**config.mk**
```make
export PLATFORM = sky130hd
export DESIGN_NAME = postfix_stack_evaluator
export DESIGN_NICKNAME = d
export VERILOG_FILES = /design/src/pse_pkg.sv /design/src/pse_cell.sv /design/src/pse_divider.sv /design/src/postfix_stack_evaluator.sv
export SDC_FILE = /design/constraint.sdc
export NUM_CORES = 2
export LEC_CHECK = 0
export ABC_CLOCK_PERIOD_IN_PS = 21800
export BUFFER_PORTS_ARGS = -buffer_cell sky130_fd_sc_hd__buf_2
export CAP_MARGIN = 15
export CORE_MARGIN = 2
export CORE_UTILIZATION = 65
export DETAILED_ROUTE_END_ITERATION = 6
export PLACE_DENSITY_LB_ADDON = 0.25
export SYNTH_ARGS = -nofsm -noshare
export SYNTH_HDL_FRONTEND = slang
export SYNTH_SLANG_ARGS = --single-unit
export TNS_END_PERCENT = 5
```
**constraint.sdc**
```tcl
create_clock -name clk -period 21.8 [get_ports clk]
set_input_delay 3.27 -clock clk [delete_from_list [all_inputs] [get_ports clk]]
set_output_delay 3.27 -clock clk [all_outputs]
set_load 0.05 [all_outputs]
```
**src/pse_pkg.sv**
```systemverilog
package pse_pkg;

  // word width of the operand stack and of the data path
  localparam int DATA_W = 32;
  localparam int OP_W = 4;
  localparam int STATUS_W = 3;
  localparam int DEFAULT_STACK_DEPTH = 16;

  // operator codes carried on the input tuser
  localparam logic [OP_W-1:0] OP_PUSH = 4'd0;
  localparam logic [OP_W-1:0] OP_ADD  = 4'd1;
  localparam logic [OP_W-1:0] OP_SUB  = 4'd2;
  localparam logic [OP_W-1:0] OP_MUL  = 4'd3;
  localparam logic [OP_W-1:0] OP_DIV  = 4'd4;
  localparam logic [OP_W-1:0] OP_MOD  = 4'd5;
  localparam logic [OP_W-1:0] OP_XOR  = 4'd6;
  localparam logic [OP_W-1:0] OP_OR   = 4'd7;
  localparam logic [OP_W-1:0] OP_AND  = 4'd8;
  localparam logic [OP_W-1:0] OP_SHL  = 4'd9;
  localparam logic [OP_W-1:0] OP_SHR  = 4'd10;
  localparam logic [OP_W-1:0] OP_NOT  = 4'd11;

  // status codes carried on the output tuser
  localparam logic [STATUS_W-1:0] ST_OK       = 3'd0;
  localparam logic [STATUS_W-1:0] ST_MISSING  = 3'd1;
  localparam logic [STATUS_W-1:0] ST_DIVZERO  = 3'd2;
  localparam logic [STATUS_W-1:0] ST_NORESULT = 3'd3;
  localparam logic [STATUS_W-1:0] ST_OVERFLOW = 3'd4;

  // sequencer states
  typedef enum logic [1:0] {
    S_IDLE,
    S_EXEC,
    S_DIV,
    S_COMMIT
  } state_t;

  // effect of one token on the stack
  typedef enum logic [1:0] {
    ACT_NONE,
    ACT_PUSH,
    ACT_POP,
    ACT_REPLACE
  } act_t;

  // what one stack cell loads at the clock edge
  typedef enum logic [1:0] {
    CELL_HOLD,
    CELL_NEW,
    CELL_UP,
    CELL_DOWN
  } cell_cmd_t;

endpackage

```
**src/pse_cell.sv**
```systemverilog
module pse_cell (
  input  logic                      clk,
  input  pse_pkg::cell_cmd_t        cmd,
  input  logic [pse_pkg::DATA_W-1:0] new_data,
  input  logic [pse_pkg::DATA_W-1:0] up_data,
  input  logic [pse_pkg::DATA_W-1:0] down_data,
  output logic [pse_pkg::DATA_W-1:0] data
);
  import pse_pkg::*;

  // one stack word: loads a new top, or takes the neighbor word on push or pop
  always_ff @(posedge clk) begin
    case (cmd)
      CELL_NEW:  data <= new_data;
      CELL_UP:   data <= up_data;
      CELL_DOWN: data <= down_data;
      default:   data <= data;
    endcase
  end

endmodule

```
**src/pse_divider.sv**
```systemverilog
module pse_divider (
  input  logic                       clk,
  input  logic                       rst,
  input  logic                       start,
  input  logic [pse_pkg::DATA_W-1:0] dividend,
  input  logic [pse_pkg::DATA_W-1:0] divisor,
  output logic                       done,
  output logic [pse_pkg::DATA_W-1:0] quotient,
  output logic [pse_pkg::DATA_W-1:0] remainder
);
  import pse_pkg::*;

  localparam int CNT_W = $clog2(DATA_W);

  logic              busy;
  logic [CNT_W-1:0]  cnt;
  logic [DATA_W-1:0] divisor_q;
  logic [DATA_W-1:0] rem;
  logic [DATA_W-1:0] quo;
  logic [DATA_W:0]   shifted;
  logic [DATA_W+1:0] diff;

  // one restoring step: shift in the next dividend bit and try a subtract
  always_comb begin
    shifted = {rem, quo[DATA_W-1]};
    diff    = {1'b0, shifted} - {2'b00, divisor_q};
  end

  // control of the bit loop
  always_ff @(posedge clk) begin
    if (rst) begin
      busy <= 1'b0;
      done <= 1'b0;
      cnt  <= '0;
    end else begin
      done <= 1'b0;
      if (start) begin
        busy <= 1'b1;
        cnt  <= '0;
      end else if (busy) begin
        cnt <= cnt + 1'b1;
        if (cnt == CNT_W'(DATA_W - 1)) begin
          busy <= 1'b0;
          done <= 1'b1;
        end
      end
    end
  end

  // partial remainder and quotient, one bit per cycle
  always_ff @(posedge clk) begin
    if (start) begin
      divisor_q <= divisor;
      rem       <= '0;
      quo       <= dividend;
    end else if (busy) begin
      if (diff[DATA_W+1]) begin
        rem <= shifted[DATA_W-1:0];
        quo <= {quo[DATA_W-2:0], 1'b0};
      end else begin
        rem <= diff[DATA_W-1:0];
        quo <= {quo[DATA_W-2:0], 1'b1};
      end
    end
  end

  assign quotient  = quo;
  assign remainder = rem;

endmodule

```
**src/postfix_stack_evaluator.sv**
```systemverilog
// channel | dir | tdata            | tuser       | tlast
// s       | in  | operand [31:0]   | op [3:0]    | last
// m       | out | step_value[31:0] | status[2:0] | final_res
//
// a token passes through accept, execute and commit; div and mod wait
// in a divide state on the serial divider, one quotient bit per cycle.
// the stack is a row of cells, top word in cell 0; push and pop shift the row.
// one token is in work at a time; the next is accepted while a result waits
// in the output register. rst is synchronous and empties the stack.
module postfix_stack_evaluator #(
  parameter int STACK_DEPTH = pse_pkg::DEFAULT_STACK_DEPTH
) (
  input  logic                         clk,
  input  logic                         rst,
  input  logic                         s_tvalid,
  output logic                         s_tready,
  input  logic [pse_pkg::DATA_W-1:0]   s_tdata,   // operand
  input  logic [pse_pkg::OP_W-1:0]     s_tuser,   // op
  input  logic                         s_tlast,
  output logic                         m_tvalid,
  input  logic                         m_tready,
  output logic [pse_pkg::DATA_W-1:0]   m_tdata,   // step_value
  output logic [pse_pkg::STATUS_W-1:0] m_tuser,   // status
  output logic                         m_tlast
);
  import pse_pkg::*;

  localparam int CNT_W = $clog2(STACK_DEPTH + 1);

  state_t state;
  state_t state_next;

  logic [OP_W-1:0]     op_q;
  logic [DATA_W-1:0]   operand_q;
  logic                last_q;
  logic [STATUS_W-1:0] st_q;
  act_t                act_q;
  logic                mod_q;
  logic [DATA_W-1:0]   res_q;
  logic [CNT_W-1:0]    count;
  logic [CNT_W-1:0]    count_next;
  logic                error_seen;

  logic [DATA_W-1:0] cell_q [STACK_DEPTH];
  logic [DATA_W-1:0] top;
  logic [DATA_W-1:0] second;

  logic                exec_div;
  logic [STATUS_W-1:0] exec_st;
  act_t                exec_act;
  logic [DATA_W-1:0]   exec_res;

  logic              out_free;
  logic              accept;
  logic              commit;
  logic              div_start;
  logic              div_done;
  logic [DATA_W-1:0] div_quo;
  logic [DATA_W-1:0] div_rem;
  logic [DATA_W-1:0] top_after;
  logic [DATA_W-1:0] out_data;
  logic [STATUS_W-1:0] out_st;

  assign top    = cell_q[0];
  assign second = cell_q[1];

  // classify the held token against the stack and compute its value
  always_comb begin
    exec_st  = ST_OK;
    exec_act = ACT_NONE;
    exec_res = '0;
    exec_div = 1'b0;
    if (error_seen) begin
      exec_st = last_q ? ST_NORESULT : ST_OK;
    end else if (op_q == OP_PUSH) begin
      if (count >= CNT_W'(STACK_DEPTH)) begin
        exec_st = ST_OVERFLOW;
      end else begin
        exec_act = ACT_PUSH;
        exec_res = operand_q;
      end
    end else if (op_q == OP_NOT) begin
      if (count == '0) begin
        exec_st = ST_MISSING;
      end else begin
        exec_act = ACT_REPLACE;
        exec_res = ~top;
      end
    end else if (op_q >= OP_ADD && op_q <= OP_SHR) begin
      if (count < CNT_W'(2)) begin
        exec_st = ST_MISSING;
      end else if ((op_q == OP_DIV || op_q == OP_MOD) && top == '0) begin
        exec_st = ST_DIVZERO;
      end else begin
        exec_act = ACT_POP;
        case (op_q)
          OP_ADD:  exec_res = second + top;
          OP_SUB:  exec_res = second - top;
          OP_MUL:  exec_res = second * top;
          OP_XOR:  exec_res = second ^ top;
          OP_OR:   exec_res = second | top;
          OP_AND:  exec_res = second & top;
          OP_SHL:  exec_res = second << top[4:0];
          OP_SHR:  exec_res = second >> top[4:0];
          default: exec_div = 1'b1;
        endcase
      end
    end
  end

  assign out_free = !m_tvalid || m_tready;
  assign accept   = s_tvalid && s_tready;

  // next state
  always_comb begin
    state_next = state;
    case (state)
      S_IDLE:   if (accept) state_next = S_EXEC;
      S_EXEC:   state_next = exec_div ? S_DIV : S_COMMIT;
      S_DIV:    if (div_done) state_next = S_COMMIT;
      S_COMMIT: if (out_free) state_next = S_IDLE;
      default:  state_next = S_IDLE;
    endcase
  end

  // sequencer outputs
  always_comb begin
    s_tready  = 1'b0;
    div_start = 1'b0;
    commit    = 1'b0;
    case (state)
      S_IDLE:   s_tready = 1'b1;
      S_EXEC:   div_start = exec_div;
      S_COMMIT: commit = out_free;
      default:  s_tready = 1'b0;
    endcase
  end

  always_ff @(posedge clk) begin
    if (rst) state <= S_IDLE;
    else     state <= state_next;
  end

  // token and result holding registers
  always_ff @(posedge clk) begin
    if (accept) begin
      op_q      <= s_tuser;
      operand_q <= s_tdata;
      last_q    <= s_tlast;
    end
    if (state == S_EXEC) begin
      st_q  <= exec_st;
      act_q <= exec_act;
      mod_q <= (op_q == OP_MOD);
      res_q <= exec_res;
    end else if (div_done) begin
      res_q <= mod_q ? div_rem : div_quo;
    end
  end

  pse_divider u_div (
    .clk       (clk),
    .rst       (rst),
    .start     (div_start),
    .dividend  (second),
    .divisor   (top),
    .done      (div_done),
    .quotient  (div_quo),
    .remainder (div_rem)
  );

  // stack depth after this token
  always_comb begin
    case (act_q)
      ACT_PUSH: count_next = count + 1'b1;
      ACT_POP:  count_next = count - 1'b1;
      default:  count_next = count;
    endcase
  end

  always_ff @(posedge clk) begin
    if (rst) begin
      count      <= '0;
      error_seen <= 1'b0;
    end else if (commit) begin
      if (last_q) begin
        count      <= '0;
        error_seen <= 1'b0;
      end else begin
        count <= count_next;
        if (st_q != ST_OK) error_seen <= 1'b1;
      end
    end
  end

  // row of stack cells, cell 0 holds the top word
  for (genvar i = 0; i < STACK_DEPTH; i++) begin : g_cell
    logic [DATA_W-1:0] up_data;
    logic [DATA_W-1:0] down_data;
    cell_cmd_t         cmd;

    if (i == 0) begin : g_first
      assign up_data = res_q;
    end else begin : g_mid
      assign up_data = cell_q[i-1];
    end
    if (i == STACK_DEPTH - 1) begin : g_end
      assign down_data = cell_q[i];
    end else begin : g_inner
      assign down_data = cell_q[i+1];
    end

    always_comb begin
      cmd = CELL_HOLD;
      if (commit) begin
        case (act_q)
          ACT_PUSH:    cmd = (i == 0) ? CELL_NEW : CELL_UP;
          ACT_POP:     cmd = (i == 0) ? CELL_NEW : CELL_DOWN;
          ACT_REPLACE: cmd = (i == 0) ? CELL_NEW : CELL_HOLD;
          default:     cmd = CELL_HOLD;
        endcase
      end
    end

    pse_cell u_cell (
      .clk       (clk),
      .cmd       (cmd),
      .new_data  (res_q),
      .up_data   (up_data),
      .down_data (down_data),
      .data      (cell_q[i])
    );
  end

  // result beat: step value, final top of stack on the last token, or zero
  always_comb begin
    top_after = (act_q == ACT_NONE) ? top : res_q;
    out_st    = st_q;
    out_data  = '0;
    if (st_q == ST_OK) begin
      if (last_q) begin
        if (count_next == '0) out_st = ST_NORESULT;
        else                  out_data = top_after;
      end else if (act_q != ACT_NONE) begin
        out_data = res_q;
      end
    end
  end

  // output register
  always_ff @(posedge clk) begin
    if (rst) begin
      m_tvalid <= 1'b0;
    end else if (commit) begin
      m_tvalid <= 1'b1;
    end else if (m_tready) begin
      m_tvalid <= 1'b0;
    end
  end

  always_ff @(posedge clk) begin
    if (commit) begin
      m_tdata <= out_data;
      m_tuser <= out_st;
      m_tlast <= last_q;
    end
  end

  // depth never passes the number of cells
  a_count_bound: assert property (@(posedge clk) disable iff (rst)
    count <= CNT_W'(STACK_DEPTH))
    else $error("stack count beyond depth");

  // an accepted token goes straight to execution
  a_accept_exec: assert property (@(posedge clk) disable iff (rst)
    accept |=> state == S_EXEC)
    else $error("accepted token not executed");

  // the divider only reports while the sequencer waits on it
  a_div_done: assert property (@(posedge clk) disable iff (rst)
    div_done |-> state == S_DIV)
    else $error("divider done outside divide wait");

  // an error beat carries a zero value
  a_err_zero: assert property (@(posedge clk) disable iff (rst)
    (m_tvalid && m_tuser != ST_OK) |-> m_tdata == '0)
    else $error("error beat with nonzero value");

  // closing the expression empties the stack
  a_last_clear: assert property (@(posedge clk) disable iff (rst)
    (commit && last_q) |=> (count == '0 && !error_seen))
    else $error("stack not cleared after last token");

endmodule
```
==> summary.txt <==
Timing
  • Final Hold Viols: 0
  • Final clock period utilization by the worst path: 41.16%
  • Slew @ Worst Pin: 1.315 ns
  • Post-route minimum period: 8.973 ns
  • Slew margin rel.: 12.23%
  • Final Max Slew Viols: 0
  • Final WS setup: 12.83 ns
  • Achievable Freq: 111.5 MHz
  • Clock skew: 0.05446 ns
  • Worst Hold Slack: 0.4648 ns
  • RSZ-0062 raised after global routing: false
  • Setup TNS: 0 ns
  • Finish-stage setup viols: 0

Synthesis
  • Mapped cell area: 56180 um2
  • Syn_nets: 6259
  • Synth area leaders: edfxtp_1, fa_1, a221oi_1
  • Yosys top cell by area: edfxtp_1
  • Share of the synthesized area in the top cell type: 36.72%
  • Ys Warns: 0
  • Cells after synthesis: 5540
  • Synth unique cells: 92
  • Synthesis-stage register bit count: 735
  • Syn_area_per_cell: 10.14 um2
  • Ys flop type: edfxtp_1
  • Async S/R FF share, synth: 0%
  • Register area share after synthesis: 38.43%
  • EDFF count, synth: 687

Critical path
  • Critical Path Fanout Max: 16
  • Required @ worst endpoint: 22.22 ns
  • Crit path DAT: 9.39 ns
  • Setup CP Type: reg -> reg
  • RR Startpoint: g_cell[0].u_cell.data[7]$_DFFE_PP_
  • Critical path endpoint: g_cell[0].up_data[28]$_DFFE_PP_
  • CP endpoint kind: flop
  • Worst setup path startpoint: g_cell[0].u_cell.data[7]$_DFFE_PP_
  • R2r setup slk: 12.83 ns
  • CP startpoint kind: flop
  • FF-to-FF path depth: 26
  • Critical R2R Capture: g_cell[0].up_data[28]$_DFFE_PP_

Drt
  • Post-DR wirelength/cell: 31.13 um
  • Number of remaining DRC errors: 3
  • Vias: 47.05k
  • Routed Antenna Nets: 0
  • Via density: 7.120
  • DRT iter0 DRCs: 7280
  • Max Used Layer: met5
  • WL final: 205.7 mm
  • DRT met1 WL: 71.89 mm
  • DR pass1 iterations: 7
  • Met3 routed WL: 28.77 mm
  • Wire length on met2: 86.69 mm

Final layout
  • Area occupied by multi-input gates: 31020 um2
  • Commonest non-fill, non-tap cell in the layout: nor2_1
  • Most frequent cells in the layout: nor2_1, edfxtp_1, a221oi_1
  • Sequential cell area: 21590 um2
  • Area Growth Syn to Fin: 7.035%
  • Fillers: 6250
  • Final instance area: 60140 um2
  • Nets: 6109
  • Layout cells sized above 1: 8.563%

Placed design
  • DP HPWL: 139.8 mm
  • GP Congestion: 1.092
  • Placement Setup Slack: 13.16 ns
  • Port Buf Inserts: 78
  • Placed cell area: 57370 um2

CTS
  • Root Buffer: clkbuf_16
  • CTS Buffer Depth: 3
  • Clk sinks: 735
  • H-tree depth: 3
  • Cts hold-fix bufs: 0
  • CTS tree: done
  • Clock-pin slew on the worst setup and hold paths: 0.07 ns
  • CTS Buf Count: 78
  • Cts repair resizes: 0
  • Worst skew pair latency: 0.69 ns
  • Postcts setup bufs: 0

Run status
  • Failing checks: design-rule violations
  • Status: finished, violations left

Global routing
  • First-pass GRT wire length: 300.5 mm
  • Gr ovfl total: 0
  • Initial antenna violation count: 15
  • Vias in the first global route: 45.23k
  • Largest net degree at the start of global routing: 242
  • Gr usage total: 46.11%

Die
  • Die Y: 298.0 um
  • Starting Density: 65.78%
  • I/O pin count: 79
  • DIE WIDTH: 298.0 um
  • DIE AREA: 88800 um2
  • Core area: 85410 um2
  • Row count: 107

Worst hold path
  • Hold crit path type: reg -> reg
  • Hold Crit Depth: 0

Run
  • Max Cap Viol: 0
## state kept, by name, summed over array words and instances (netlist names), 3 cells and up
register            flops
u_div.remainder        32
u_div.cnt               5
m_tdata                32
u_div.divisor_q        32
op_q                    4
u_div.quotient         32
g_cell.up_data         32
count                   5
g_cell.u_cell.data    512
st_q                    3
m_tuser                 3
operand_q              32
## routing by layer
metal / GRT usage, % / vias to the layer above
met3: 15.01 / 975
met2: 65.27 / 3672
met4: 32.39 / 16
li1: - / 19446
met1: 60.11 / 22936
met5: 0 / -
## synthesized netlist by cell type (7+ instances only)
cell,count
nor2_1,1025
edfxtp_1,687
a221oi_1,487
inv_1,484
fa_1,411
nand2_1,362
clkbuf_1,348
ha_1,267
a21oi_1,201
o21ai_0,141
xnor2_1,122
mux2i_1,81
nand2b_1,60
buf_1,56
nand3_1,52
mux4_2,51
nor3_1,50
dfxtp_1,48
a21o_1,44
o22ai_1,43
xor2_1,41
mux2_2,38
o21ai_1,35
o211ai_1,33
buf_2,32
a211oi_1,30
a31oi_1,27
clkinv_1,19
o21a_1,17
o31ai_1,17
nand4_1,16
nor2b_1,15
and2_1,13
o21bai_1,12
o221ai_1,12
a221o_1,10
or3_1,8
a211o_1,7
and3_1,7
nor4_1,7
## cell type report
type	count	share of cell area [%]
Antenna cell	9	0.03745
Clock buffer	86	3.383
Clock inverter	58	1.171
Inverter	506	3.171
Multi-Input combinational cell	3857	51.59
Sequential cell	735	35.91
Tap cell	1144	2.380
Timing Repair Buffer	212	2.364
## through the flow
| step | util, % | instances |
|---|---|---|
| 5_1_grt | 70.38 | 6599 |
| 6_report | 70.40 | 6607 |
| 3_3_place_gp | 67.17 | 6454 |
| 4_1_cts | 70.38 | 6598 |
| 2_1_floorplan | - | 5540 |
| 3_5_place_dp | 67.17 | 6454 |
## cells by family after synthesis
group	after synthesis	synth area share, %
muxes	170	4.249
and+or+nand+nor	1649	12.09
adders and majority gates	678	20.59
xor gates and xnor gates	163	2.541
buffers and inverters	948	6.461
DFF	735	38.43
AOI/OAI and AO/OA	1197	15.64
## critical path: stages (launching register included)
cell and delay, ns:
edfxtp_1 0.89, inv_1 0.40, buf_4 0.33, nor2_1 0.16, fa_1 0.46, fa_1 0.49, fa_1 0.51, inv_1 0.05
fa_1 0.47, inv_1 0.05, fa_1 0.50, inv_1 0.05, fa_1 0.54, inv_1 0.05, fa_1 0.45, fa_1 0.39
ha_1 0.39, a21oi_1 0.35, a21boi_0 0.17, o22a_1 0.27, a21oi_1 0.49, a21oi_1 0.16, o22ai_1 0.38, xnor2_1 0.12
a221oi_1 0.29, o21ai_0 0.11, and2_1 0.17
## worst min path at each step
| stage | from | endpoint | slack, ns |
|---|---|---|---|
| final | st_q[2]$_SDFFCE_PP0P_ | m_tuser[2]$_DFFE_PP_ | 0.46 |
| after global routing | st_q[2]$_SDFFCE_PP0P_ | m_tuser[2]$_DFFE_PP_ | 0.48 |
| after CTS | st_q[2]$_SDFFCE_PP0P_ | m_tuser[2]$_DFFE_PP_ | 0.46 |
| after detailed placement | st_q[2]$_SDFFCE_PP0P_ | m_tuser[2]$_DFFE_PP_ | 0.44 |
| after global placement | st_q[2]$_SDFFCE_PP0P_ | m_tuser[2]$_DFFE_PP_ | 0.44 |
| after floorplan | g_cell[0].u_cell.data[14]$_DFFE_PP_ | u_div.divisor_q[14]$_DFFE_PP_ | 0.45 |
Power is not shown: default switching activity piles up to over one toggle a cycle in this logic, so the estimate is an artifact.
